### src/rtl/lsts_pkg.sv
// package for the least slack time scheduler
// status codes, opcodes, configuration indexes and reset constants; no dependencies
package lsts_pkg;
  localparam int TASKS_DEF = 8;
  localparam logic [2:0] ST_FREE = 3'd0;
  localparam logic [2:0] ST_READY = 3'd1;
  localparam logic [2:0] ST_RUNNING = 3'd2;
  localparam logic [2:0] ST_SLEEPING = 3'd3;
  localparam logic [2:0] ST_BLOCKED = 3'd4;
  localparam logic [2:0] OP_SCHED = 3'd0;
  localparam logic [2:0] OP_SETRT = 3'd1;
  localparam logic [2:0] OP_WAIT = 3'd2;
  localparam logic [2:0] OP_BLOCK = 3'd3;
  localparam logic [2:0] OP_RELEASE = 3'd4;
  localparam logic [2:0] OP_FREE = 3'd5;
  localparam logic CFG_OVERHEAD = 1'b0;
  localparam logic CFG_MAX_SLICE = 1'b1;
  localparam logic [15:0] OVERHEAD_RST = 16'd500;
  localparam logic [31:0] MAX_SLICE_RST = 32'd16384;
  localparam logic [15:0] UTIL_MAX = 16'hFFFF;
  localparam logic [6:0] PCT = 7'd100;
  typedef struct packed {
    logic start;
    logic [63:0] dividend;
    logic [31:0] divisor;
  } lsts_div_req_t;
endpackage

### src/rtl/lsts_divider.sv
// radix-2 restoring divider, one quotient bit per cycle
// depends on lsts_pkg
module lsts_divider (
  input  logic                   clk,
  input  logic                   rst_n,
  input  lsts_pkg::lsts_div_req_t req,
  output logic                   busy,
  output logic [63:0]            quot
);
  import lsts_pkg::*;
  logic [63:0] q_r, q_nxt;
  logic [32:0] rem_r, rem_nxt;
  logic [31:0] dvs_r;
  logic [6:0] cnt_r, cnt_nxt;
  logic [32:0] sh;
  always_comb begin
    q_nxt = q_r;
    rem_nxt = rem_r;
    cnt_nxt = cnt_r;
    sh = {rem_r[31:0], q_r[63]};
    if (req.start) begin
      q_nxt = req.dividend;
      rem_nxt = '0;
      cnt_nxt = 7'd64;
    end else if (cnt_r != 7'd0) begin
      cnt_nxt = cnt_r - 7'd1;
      if (sh >= {1'b0, dvs_r}) begin
        rem_nxt = sh - {1'b0, dvs_r};
        q_nxt = {q_r[62:0], 1'b1};
      end else begin
        rem_nxt = sh;
        q_nxt = {q_r[62:0], 1'b0};
      end
    end
  end
  always_ff @(posedge clk) begin
    if (!rst_n) begin
      cnt_r <= '0;
    end else begin
      cnt_r <= cnt_nxt;
    end
    q_r <= q_nxt;
    rem_r <= rem_nxt;
    if (req.start) begin
      dvs_r <= req.divisor;
    end
  end
  assign busy = (cnt_r != 7'd0);
  assign quot = q_r;
endmodule

### config.mk
export PLATFORM = sky130hd
export DESIGN_NAME = lsts_divider
export DESIGN_NICKNAME = d
export VERILOG_FILES = /design/src/rtl/lsts_pkg.sv /design/src/rtl/lsts_divider.sv
export SDC_FILE = /design/constraint.sdc
export NUM_CORES = 1
export LEC_CHECK = 0
export ABC_AREA = 1
export BUFFER_PORTS_ARGS = -buffer_cell sky130_fd_sc_hd__buf_2
export CAP_MARGIN = 0
export CORE_AREA = 2 2 170 172
export DETAILED_ROUTE_END_ITERATION = 7
export DIE_AREA = 0 0 172 174
export PLACE_DENSITY_LB_ADDON = 0.15
export SETUP_SLACK_MARGIN = 0.02
export SYNTH_ARGS = -nofsm -noshare
export SYNTH_HDL_FRONTEND = slang
export SYNTH_SLANG_ARGS = --single-unit
### constraint.sdc
create_clock -name clk -period 4.5 [get_ports clk]
set_input_delay 0.9 -clock clk [delete_from_list [all_inputs] [get_ports clk]]
set_output_delay 0.9 -clock clk [all_outputs]
set_load 0.005 [all_outputs]
==> results of run 1 <==
[logic make-up after synthesis]
kind of cell / Yosys count
buffers and inverters: 214
xor gates and xnor gates: 17
and+or+nand+nor: 690
DFF: 135
AOI/OAI and AO/OA: 41
adders and majority gates: 34
[state kept, by name, indices dropped and copies added, names as in the netlist]
register / cells
quot: 64
rem_r: 32
dvs_r: 32
cnt_r: 7
[final cells by class]
class / count / area (sq um)
diodes: 1 / 2.50
inverters: 185 / 694
clock buffers: 18 / 429
repair buffers: 168 / 856
clock inverters: 14 / 114
fillers: 3117 / 18200
well taps: 384 / 480
flip-flops and latches: 135 / 3660
multi-input cells: 782 / 3750
[worst paths after layout]
kind	slack [ps]	from	cells after the start	endpoint
worst max-delay path	1810	dvs_r[20]$_DFFE_PP_	13	rem_r[14]$_SDFFE_PP0P_
worst min-delay path	470	rem_r[12]$_SDFFE_PP0P_	2	rem_r[12]$_SDFFE_PP0P_
worst max register to register	1810	dvs_r[20]$_DFFE_PP_	13	rem_r[14]$_SDFFE_PP0P_
worst min register to register	470	rem_r[12]$_SDFFE_PP0P_	2	rem_r[12]$_SDFFE_PP0P_
[placed cells by master, fill, tap and decap left out, types with 2 or more instances in the layout]
cell	synthesis	routed
edfxtp_1	96	96
or2_2	2	2
nor2_1	44	43
o21bai_1	2	2
o21ai_1	12	12
inv_6	0	8
nand3b_1	13	13
nand2_2	7	7
nor3_2	2	2
nand4_1	10	10
nand2_1	506	506
and2_1	5	5
inv_2	11	13
clkinv_2	0	2
nand2_4	2	2
a21oi_2	2	2
xnor2_1	16	16
dfxtp_1	39	39
clkbuf_16	0	17
o21ai_0	3	3
nand3_2	11	11
a21oi_1	21	21
buf_4	1	6
clkinv_4	0	3
buf_2	8	162
nand3_1	73	73
nor2_2	10	11
nor2_4	2	2
ha_1	33	33
inv_1	174	172
[worst reg2reg max path, stage by stage (launching register included)]
cell	delay, ps
edfxtp_1	360
inv_1	80
ha_1	280
nand2_1	90
nand2_1	90
inv_1	70
nand2_1	90
a21oi_2	210
nor2_4	70
nor2_8	510
nand2_4	400
nand2_1	160
nand3_1	110
o21ai_1	120
[per-stage QoR]
step           utilization (%)  cells  area, sq um
6_report                  35.4   1687         9990
5_1_grt                   35.4   1686         9990
4_1_cts                   35.4   1686         9990
3_5_place_dp              33.4   1654         9440
3_3_place_gp              33.4   1654         9440
2_1_floorplan                -   1131         8270
[routing by layer]
metal  track usage, %  part of all wire (%)  wire length (um)
met5                0                 0.048                11
met4             3.68                  0.85               193
met3             4.55                   6.2              1420
met2             25.1                    44             10000
met1             21.2                    49             11100
[power by group]
| group | total, mW | switching, mW | leakage, nW | internal [mW] |
|---|---|---|---|---|
| Clock | 1.34 | 0.620 | 0.267 | 0.720 |
| Sequential | 1.83 | 0.162 | 1.31 | 1.67 |
| Combinational | 1.80 | 1.13 | 3.76 | 0.663 |
==> results_dict.tcl, run 1 <==
set metrics [dict create \
    synth-edff-count 96 \
    port_buffers 163 \
    die_x_um 172 \
    skew_ps 17.3 \
    grt_max_degree 79 \
    yosys.area_share.xor_xnor_pct 1.80 \
    start_util_pct 29.3 \
    synth_fa_ha_area_share_pct 5.24 \
    seq_area_frac_synth_pct 44.3 \
    dp_slack_ps 1620 \
    synth_nets 1264 \
    period_needed_ps 2690 \
    final-setup-viol-count 0 \
    postRouteWirelength_um 22800 \
    fin_nets 1422 \
    ant_nets 0 \
    cts_buffer_depth 2 \
    cp.arrival_ps 3050 \
    period_share_pct 59.8 \
    ys_warn_count 0 \
    powerDensity_mw_per_mm2 497 \
    hold_ws_ps 469 \
    dp_hpwl_um 16500 \
    cp-end-kind "register" \
    cts_tree "built" \
    status "finished clean" \
    crit_path_frequent_cell "nand2_1" \
    dieHeight_um 174 \
    ir_worst_vdd_mv 0.295 \
    path_cells "inv_1 > ha_1 > nand2_1 > nand2_1 > inv_1 > nand2_1 > a21oi_2 > nor2_4 > nor2_8 > nand2_4 > nand2_1 > nand3_1 > o21ai_1" \
    path_class "reg -> reg" \
    hold_violations 0 \
    crit_fanout 35 \
    synth_simple_gate_area_share_pct 35.6 \
    slew_headroom_pct 36.4 \
    cts_setup_buffers 0 \
    worst_pin_slew_ps 953 \
    syn_inst 1131 \
    crit_path_start_kind "register" \
    avgViaCountPerCell 4.33 \
    die_area_sq_mm 0.0299 \
    synth_compound_area_share_pct 2.65 \
    cts-buffers-inserted 17 \
    total_power_mw 4.96 \
    synth_ff_type "edfxtp_1" \
    synth_top_area_share_pct 34.9 \
    ys_seq_elements 135 \
    routedWlPerCell_um 13.5 \
    cts_hold_buf 0 \
    slowest_stage "nor2_8" \
    path_delay_family "simple AND/OR/NAND/NOR gates" \
    place_congestion 0.877 \
    grt.overflow.total 0 \
    synthArstFlopShare_pct 0 \
    grt_pass1_vias 7220 \
    h-tree-depth 4 \
    synth.most_common_cell "nand2_1" \
    cpPeakStageDelay_ps 510 \
    area.growth.synth_to_final_pct 20.8 \
    fmax_mhz 372 \
    clk_pin_slew_ps 70 \
    ctsResizeCount 0 \
    ios 164 \
    clkSinkCount 135 \
    cts-root-buf "clkbuf_16" \
    tns_ps 0 \
    required_ps 4860 \
    synth_common_cells "506 x nand2_1, 174 x inv_1, 96 x edfxtp_1" \
    cp_num_buf_inv 2 \
    avgSynthCellArea_sq_um 7.31 \
    yosysTopAreaCell "edfxtp_1" \
    clock_latency_ps 430 \
    power_leakage_nw 5.34 \
    drive_gt1_share_pct 19.4 \
    maxCapViolCount 0 \
    ys_types 36 \
    vias 7298 \
    synthTopCellsByArea "edfxtp_1 35%, nand2_1 23%, dfxtp_1 9.4%, inv_1 7.9%, ha_1 5.0%" \
    antenna_found_initial 1 \
    firstDrtPassIters 5 \
    hp-class "reg -> reg" \
    slew_violations 0 \
    drt-initial-drc-count 347 \
    core_area_sq_mm 0.0282 \
    synth_top_family_by_area "simple AND/OR/NAND/NOR gates" \
    drc_errors 0 \
    rows 62 \
    rsz0062_at_grt "no" \
    timing.final.ws_setup_ps 1810 \
    grtUsageTotal_pct 15.8 \
    grt_pass1_wl_um 37200 \
    synth_area_sq_mm 0.00827 \
    synthMuxAreaShare_pct 0 \
]
Note: power is estimated with default switching activity, not from simulation.
==> inputs of run 2 (changes only) <==
==> constraint.sdc (replaced) <==
create_clock -name clk -period 2.65 [get_ports clk]
set_input_delay 0.53 -clock clk [delete_from_list [all_inputs] [get_ports clk]]
set_output_delay 0.53 -clock clk [all_outputs]
set_load 0.005 [all_outputs]
==> run 2 against run 1 <==
  * Global-route usage up 0.34 points
  * First-iteration DRC count is 5.5% higher
  * Wire length grew 2.2%
  * Critical path depth shrank 2
  * Sequential cell count unchanged
  * Maximum frequency rose by 12%
  * Sequential power increased by 69%
  * Combinational power rose by 73%
  * Sequential share of layout area fell by 0.60 points
  * Largest power group is now combinational cells
==> results_dict.tcl, run 2 (synthesis gave the netlist of run 1 again) <==
set metrics [dict create \
    postRouteWirelength_um 23300 \
    instances_no_fill 1691 \
    ios 164 \
    drive_gt1_share_pct 19.8 \
    rows 62 \
    die_area_sq_mm 0.0299 \
    crit_fanout 18 \
    stdcell_area_sq_mm 0.0102 \
    cts_tree "built" \
    cts-root-buf "clkbuf_16" \
    slew_violations 0 \
    status "finished clean" \
    hold_ws_ps 269 \
    layout_common_cells "506 x nand2_1, 172 x inv_1, 162 x buf_2, 96 x edfxtp_1, 73 x nand3_1" \
    clk_pin_slew_ps 70 \
    avgViaCountPerCell 4.28 \
    hold_violations 0 \
    powerDensity_mw_per_mm2 867 \
    ff2ff_path_depth 11 \
    placement.cell_area_sq_mm 0.00952 \
    cts_buffer_depth 2 \
    final-setup-viol-count 0 \
    routedWlPerCell_um 13.8 \
    die_x_um 172 \
    antenna_found_initial 1 \
    grtUsageTotal_pct 16.1 \
    area.growth.synth_to_final_pct 22.8 \
    grt_max_degree 76 \
    clkSinkCount 135 \
    grt_pass1_wl_um 37800 \
    port_buffers 163 \
    path_class "reg -> reg" \
    grt.overflow.total 0 \
    cts_setup_buffers 0 \
    r2r_slack_ps 250 \
    layout_commonest_cell "nand2_1" \
    dp_hpwl_um 17000 \
    post-place-cells 1659 \
    path_delay_family "simple AND/OR/NAND/NOR gates" \
    start_util_pct 29.3 \
    h-tree-depth 4 \
    period_needed_ps 2400 \
    rsz0062_at_grt "no" \
    cpPeakStageDelay_ps 390 \
    core_area_sq_mm 0.0282 \
    grt_pass1_vias 7326 \
    slew_headroom_pct 62.2 \
    cts-buffers-inserted 17 \
    startpoint "dvs_r[20]$_DFFE_PP_" \
    period_share_pct 90.4 \
    cp-end-kind "register" \
    power_leakage_nw 5.42 \
    hp-class "in -> reg" \
    cp_num_buf_inv 3 \
    skew_ps 16.5 \
    maxCapViolCount 0 \
    largest_reg_flops 64 \
    tns_ps 0 \
    firstDrtPassIters 5 \
    ant_nets 0 \
    vias 7239 \
    clock_latency_ps 440 \
    cp-endpoint "quot[0]$_DFFE_PP_" \
    drc_errors 0 \
    ir_worst_vdd_mv 0.419 \
    dieHeight_um 174 \
    place_congestion 0.876 \
    timing.final.ws_setup_ps 254 \
    r2r_start "dvs_r[20]$_DFFE_PP_" \
    total_power_mw 8.81 \
    worst_pin_slew_ps 566 \
    cp.depth 11 \
    slowest_stage "edfxtp_1" \
    n_antenna_cell 0 \
    dp_slack_ps 217 \
    cp.arrival_ps 2560 \
    required_ps 2810 \
    path_cells "inv_1 > ha_1 > nand2_1 > inv_2 > nand2_1 > nand2_1 > a21oi_2 > nor2_4 > nor2_8 > buf_4 > a31oi_1" \
    drt-initial-drc-count 366 \
    crit_path_start_kind "register" \
    fin_nets 1427 \
    crit_path_frequent_cell "nand2_1" \
    fmax_mhz 417 \
    fin_util_pct 36.0 \
    r2r_end "quot[0]$_DFFE_PP_" \
]
run 2: area by class of cell:
cell class	instances	area [sq um]
Clock buffer	17	425
Clock inverter	15	205
Timing Repair Buffer	173	935
Fill cell	3137	18100
Multi-Input combinational cell	782	3750
Sequential cell	135	3660
Tap cell	384	480
Inverter	185	694
run 2: power by group:
group | total, mW | switching (mW) | internal (mW)
Clock | 2.60 | 1.14 | 1.46
Combinational | 3.12 | 1.94 | 1.18
Sequential | 3.09 | 0.267 | 2.83
run 2: timing repair:
| action | CTS | global route |
|---|---|---|
| gates resized for setup | 0 | 2 |
| setup endpoints to repair | 0 | 5 |
| hold buffers | 0 | 0 |
run 2: worst min path at each step:
stage | from | end | cells after the start
after global placement | cnt_r[6]$_SDFFE_PN0P_ | cnt_r[6]$_SDFFE_PN0P_ | 2
after detailed placement | rem_r[11]$_SDFFE_PP0P_ | rem_r[11]$_SDFFE_PP0P_ | 2
final | req[1] | dvs_r[1]$_DFFE_PP_ | 1
after floorplan | rem_r[11]$_SDFFE_PP0P_ | rem_r[11]$_SDFFE_PP0P_ | 2
after CTS | req[11] | dvs_r[11]$_DFFE_PP_ | 1
after global routing | req[11] | dvs_r[11]$_DFFE_PP_ | 1
run 2: per-layer routing:
metal  vias up  share of wire [%]  GRT usage (%)
met5         -              0.056              0
met4         2                1.5           4.55
met3        18                6.4           5.26
met2       177                 45           25.7
met1      3222                 47           20.9
li1       3820                  -              -
==> inputs of run 3 (changes only) <==
==> constraint.sdc (replaced) <==
create_clock -name clk -period 2.65 [get_ports clk]
set_input_delay 0.1325 -clock clk [delete_from_list [all_inputs] [get_ports clk]]
set_output_delay 0.1325 -clock clk [all_outputs]
set_load 0.005 [all_outputs]
==> run 3 against run 2 <==
  * Non-clock buffer count increased by 93
  * Sequential cell count unchanged
  * First-iteration DRC count increased by 12%
  * Largest cell class unchanged
==> results_dict.tcl, run 3 (synthesis gave the netlist of run 1 again) <==
set metrics [dict create \
    status "finished clean" \
    r2r_slack_ps 280 \
    antenna_found_initial 0 \
    r2r_start "quot[63]$_DFFE_PP_" \
    fmax_mhz 422 \
    port_buffers 163 \
    avgViaCountPerCell 4.30 \
    rows 62 \
    start_util_pct 29.3 \
    required_ps 2970 \
    vias 7670 \
    drive_gt1_share_pct 18.4 \
    powerDensity_mw_per_mm2 785 \
    ff2ff_path_depth 16 \
    grt_pass1_wl_um 39100 \
    grt_max_degree 80 \
    power_leakage_nw 5.77 \
    cp.arrival_ps 2700 \
    path_cells "inv_1 > ha_1 > inv_1 > fa_2 > nand3_1 > nand3_2 > nand2_1 > nand2_1 > nand2_1 > nand2_1 > nand2_1 > nand2_1 > nand2_1 > nand3_2 > nand2_1 > nand2_1" \
    p_int_mw 5.34 \
    p_switching_mw 3.32 \
    period_share_pct 89.5 \
    hold_violations 0 \
    slew_headroom_pct 70.3 \
    switching_share_pct 38.4 \
    dieHeight_um 174 \
    layout_common_cells "506 x nand2_1, 172 x inv_1, 162 x buf_2, 96 x edfxtp_1, 95 x dlygate4sd3_1" \
    dp_hpwl_um 17000 \
    cts_buffer_depth 2 \
    cp-end-kind "register" \
    grtUsageTotal_pct 16.4 \
    die_x_um 172 \
    place_congestion 0.944 \
    clock_latency_ps 430 \
    maxCapViolCount 0 \
    drc_errors 0 \
    skew_ps 16.3 \
    slowest_stage "edfxtp_1" \
    routedWlPerCell_um 13.4 \
    path_class "reg -> reg" \
    seqPwrFrac_pct 35.8 \
    worstHoldPathCells 3 \
    p_comb_share_pct 37.5 \
    slew_violations 0 \
    cts_tree "built" \
    layout_commonest_cell "nand2_1" \
    cts-root-buf "clkbuf_16" \
    core_area_sq_mm 0.0282 \
    timing.final.ws_setup_ps 278 \
    area.growth.synth_to_final_pct 33.4 \
    ios 164 \
    worst_pin_slew_ps 446 \
    crit_fanout 4 \
    hold-path-endpoint "quot[18]$_DFFE_PP_" \
    rsz0062_at_grt "no" \
    tns_ps 0 \
    r2r_end "rem_r[28]$_SDFFE_PP0P_" \
    postRouteWirelength_um 23900 \
    hp-class "in -> reg" \
    crit_path_frequent_cell "nand2_1" \
    p_clk_share_pct 26.7 \
    largest_reg_flops 64 \
    cts_setup_buffers 0 \
    ant_nets 0 \
    crit_path_start_kind "register" \
    clk_pin_slew_ps 70 \
    fin_nets 1520 \
    grt_pass1_vias 7785 \
    final-setup-viol-count 0 \
    cpPeakStageDelay_ps 400 \
    firstDrtPassIters 5 \
    period_needed_ps 2370 \
    min_from "req[50]" \
    placement.cell_area_sq_mm 0.00952 \
    clkSinkCount 135 \
    drt-initial-drc-count 409 \
    grt.overflow.total 0 \
    h-tree-depth 4 \
    die_area_sq_mm 0.0299 \
    stdcell_area_sq_mm 0.0110 \
    cts-buffers-inserted 17 \
    n_antenna_cell 0 \
    dp_slack_ps 150 \
    startpoint "quot[63]$_DFFE_PP_" \
    ir_worst_vdd_mv 0.398 \
]
## run 3: per-stage QoR
step	power [mW]	utilization (%)	instances	hold WS, ps
6_report	8.66	39.1	1784	17.8
5_1_grt	9.34	39.1	1784	33.0
3_5_place_dp	6.28	33.7	1657	311
4_1_cts	8.78	39.0	1784	4.28
3_3_place_gp	6.29	33.7	1657	311
2_1_floorplan	5.27	-	1131	231
## run 3: cell type report
class	instances	area, sq um
inverter	185	694
tap	384	480
multi-input combinational	782	3760
fill	3051	17200
timing repair buffer	266	1880
clock buffer	18	429
clock inverter	14	129
sequential	135	3660
## run 3: what timing repair did
item	4_1_cts	5_1_grt
gates resized for setup	0	2
hold buffers	95	0
setup endpoints to repair	0	1
endpoints found under the hold margin	95	0
## run 3: power groups by stage
stage | Sequential, mW | Combinational (mW) | Clock [mW]
final | 3.10 | 3.25 | 2.32
after global routing | 3.16 | 3.69 | 2.48
after CTS | 3.10 | 3.28 | 2.41
after detailed placement | 3.13 | 3.16 | 0
after global placement | 3.14 | 3.15 | 0
after floorplan | 3.12 | 2.16 | 0
## run 3: how the worst max path moves through the flow
stage / to / slack (ps) / cells past startpoint
after floorplan: quot[0]$_DFFE_PP_ / 370 / 10
after global placement: rem_r[28]$_SDFFE_PP0P_ / 140 / 16
after detailed placement: rem_r[28]$_SDFFE_PP0P_ / 150 / 16
after CTS: rem_r[28]$_SDFFE_PP0P_ / 130 / 16
after global routing: rem_r[8]$_SDFFE_PP0P_ / 60 / 15
final: rem_r[28]$_SDFFE_PP0P_ / 280 / 16
## run 3: critical path: cells and delay by family, from the launching register on
family,cells,cell delay (ps)
buffers and inverters,2,180
adders and majority gates,2,530
DFF,1,400
and+or+nand+nor,12,1150
## run 3: metal layers
metal	part of all wire, %	track usage (%)	up-vias
met5	0	0	-
met4	0.98	3.47	0
met3	5.3	4.33	14
met2	46	27.2	182
met1	48	21.4	3453
li1	-	-	4021
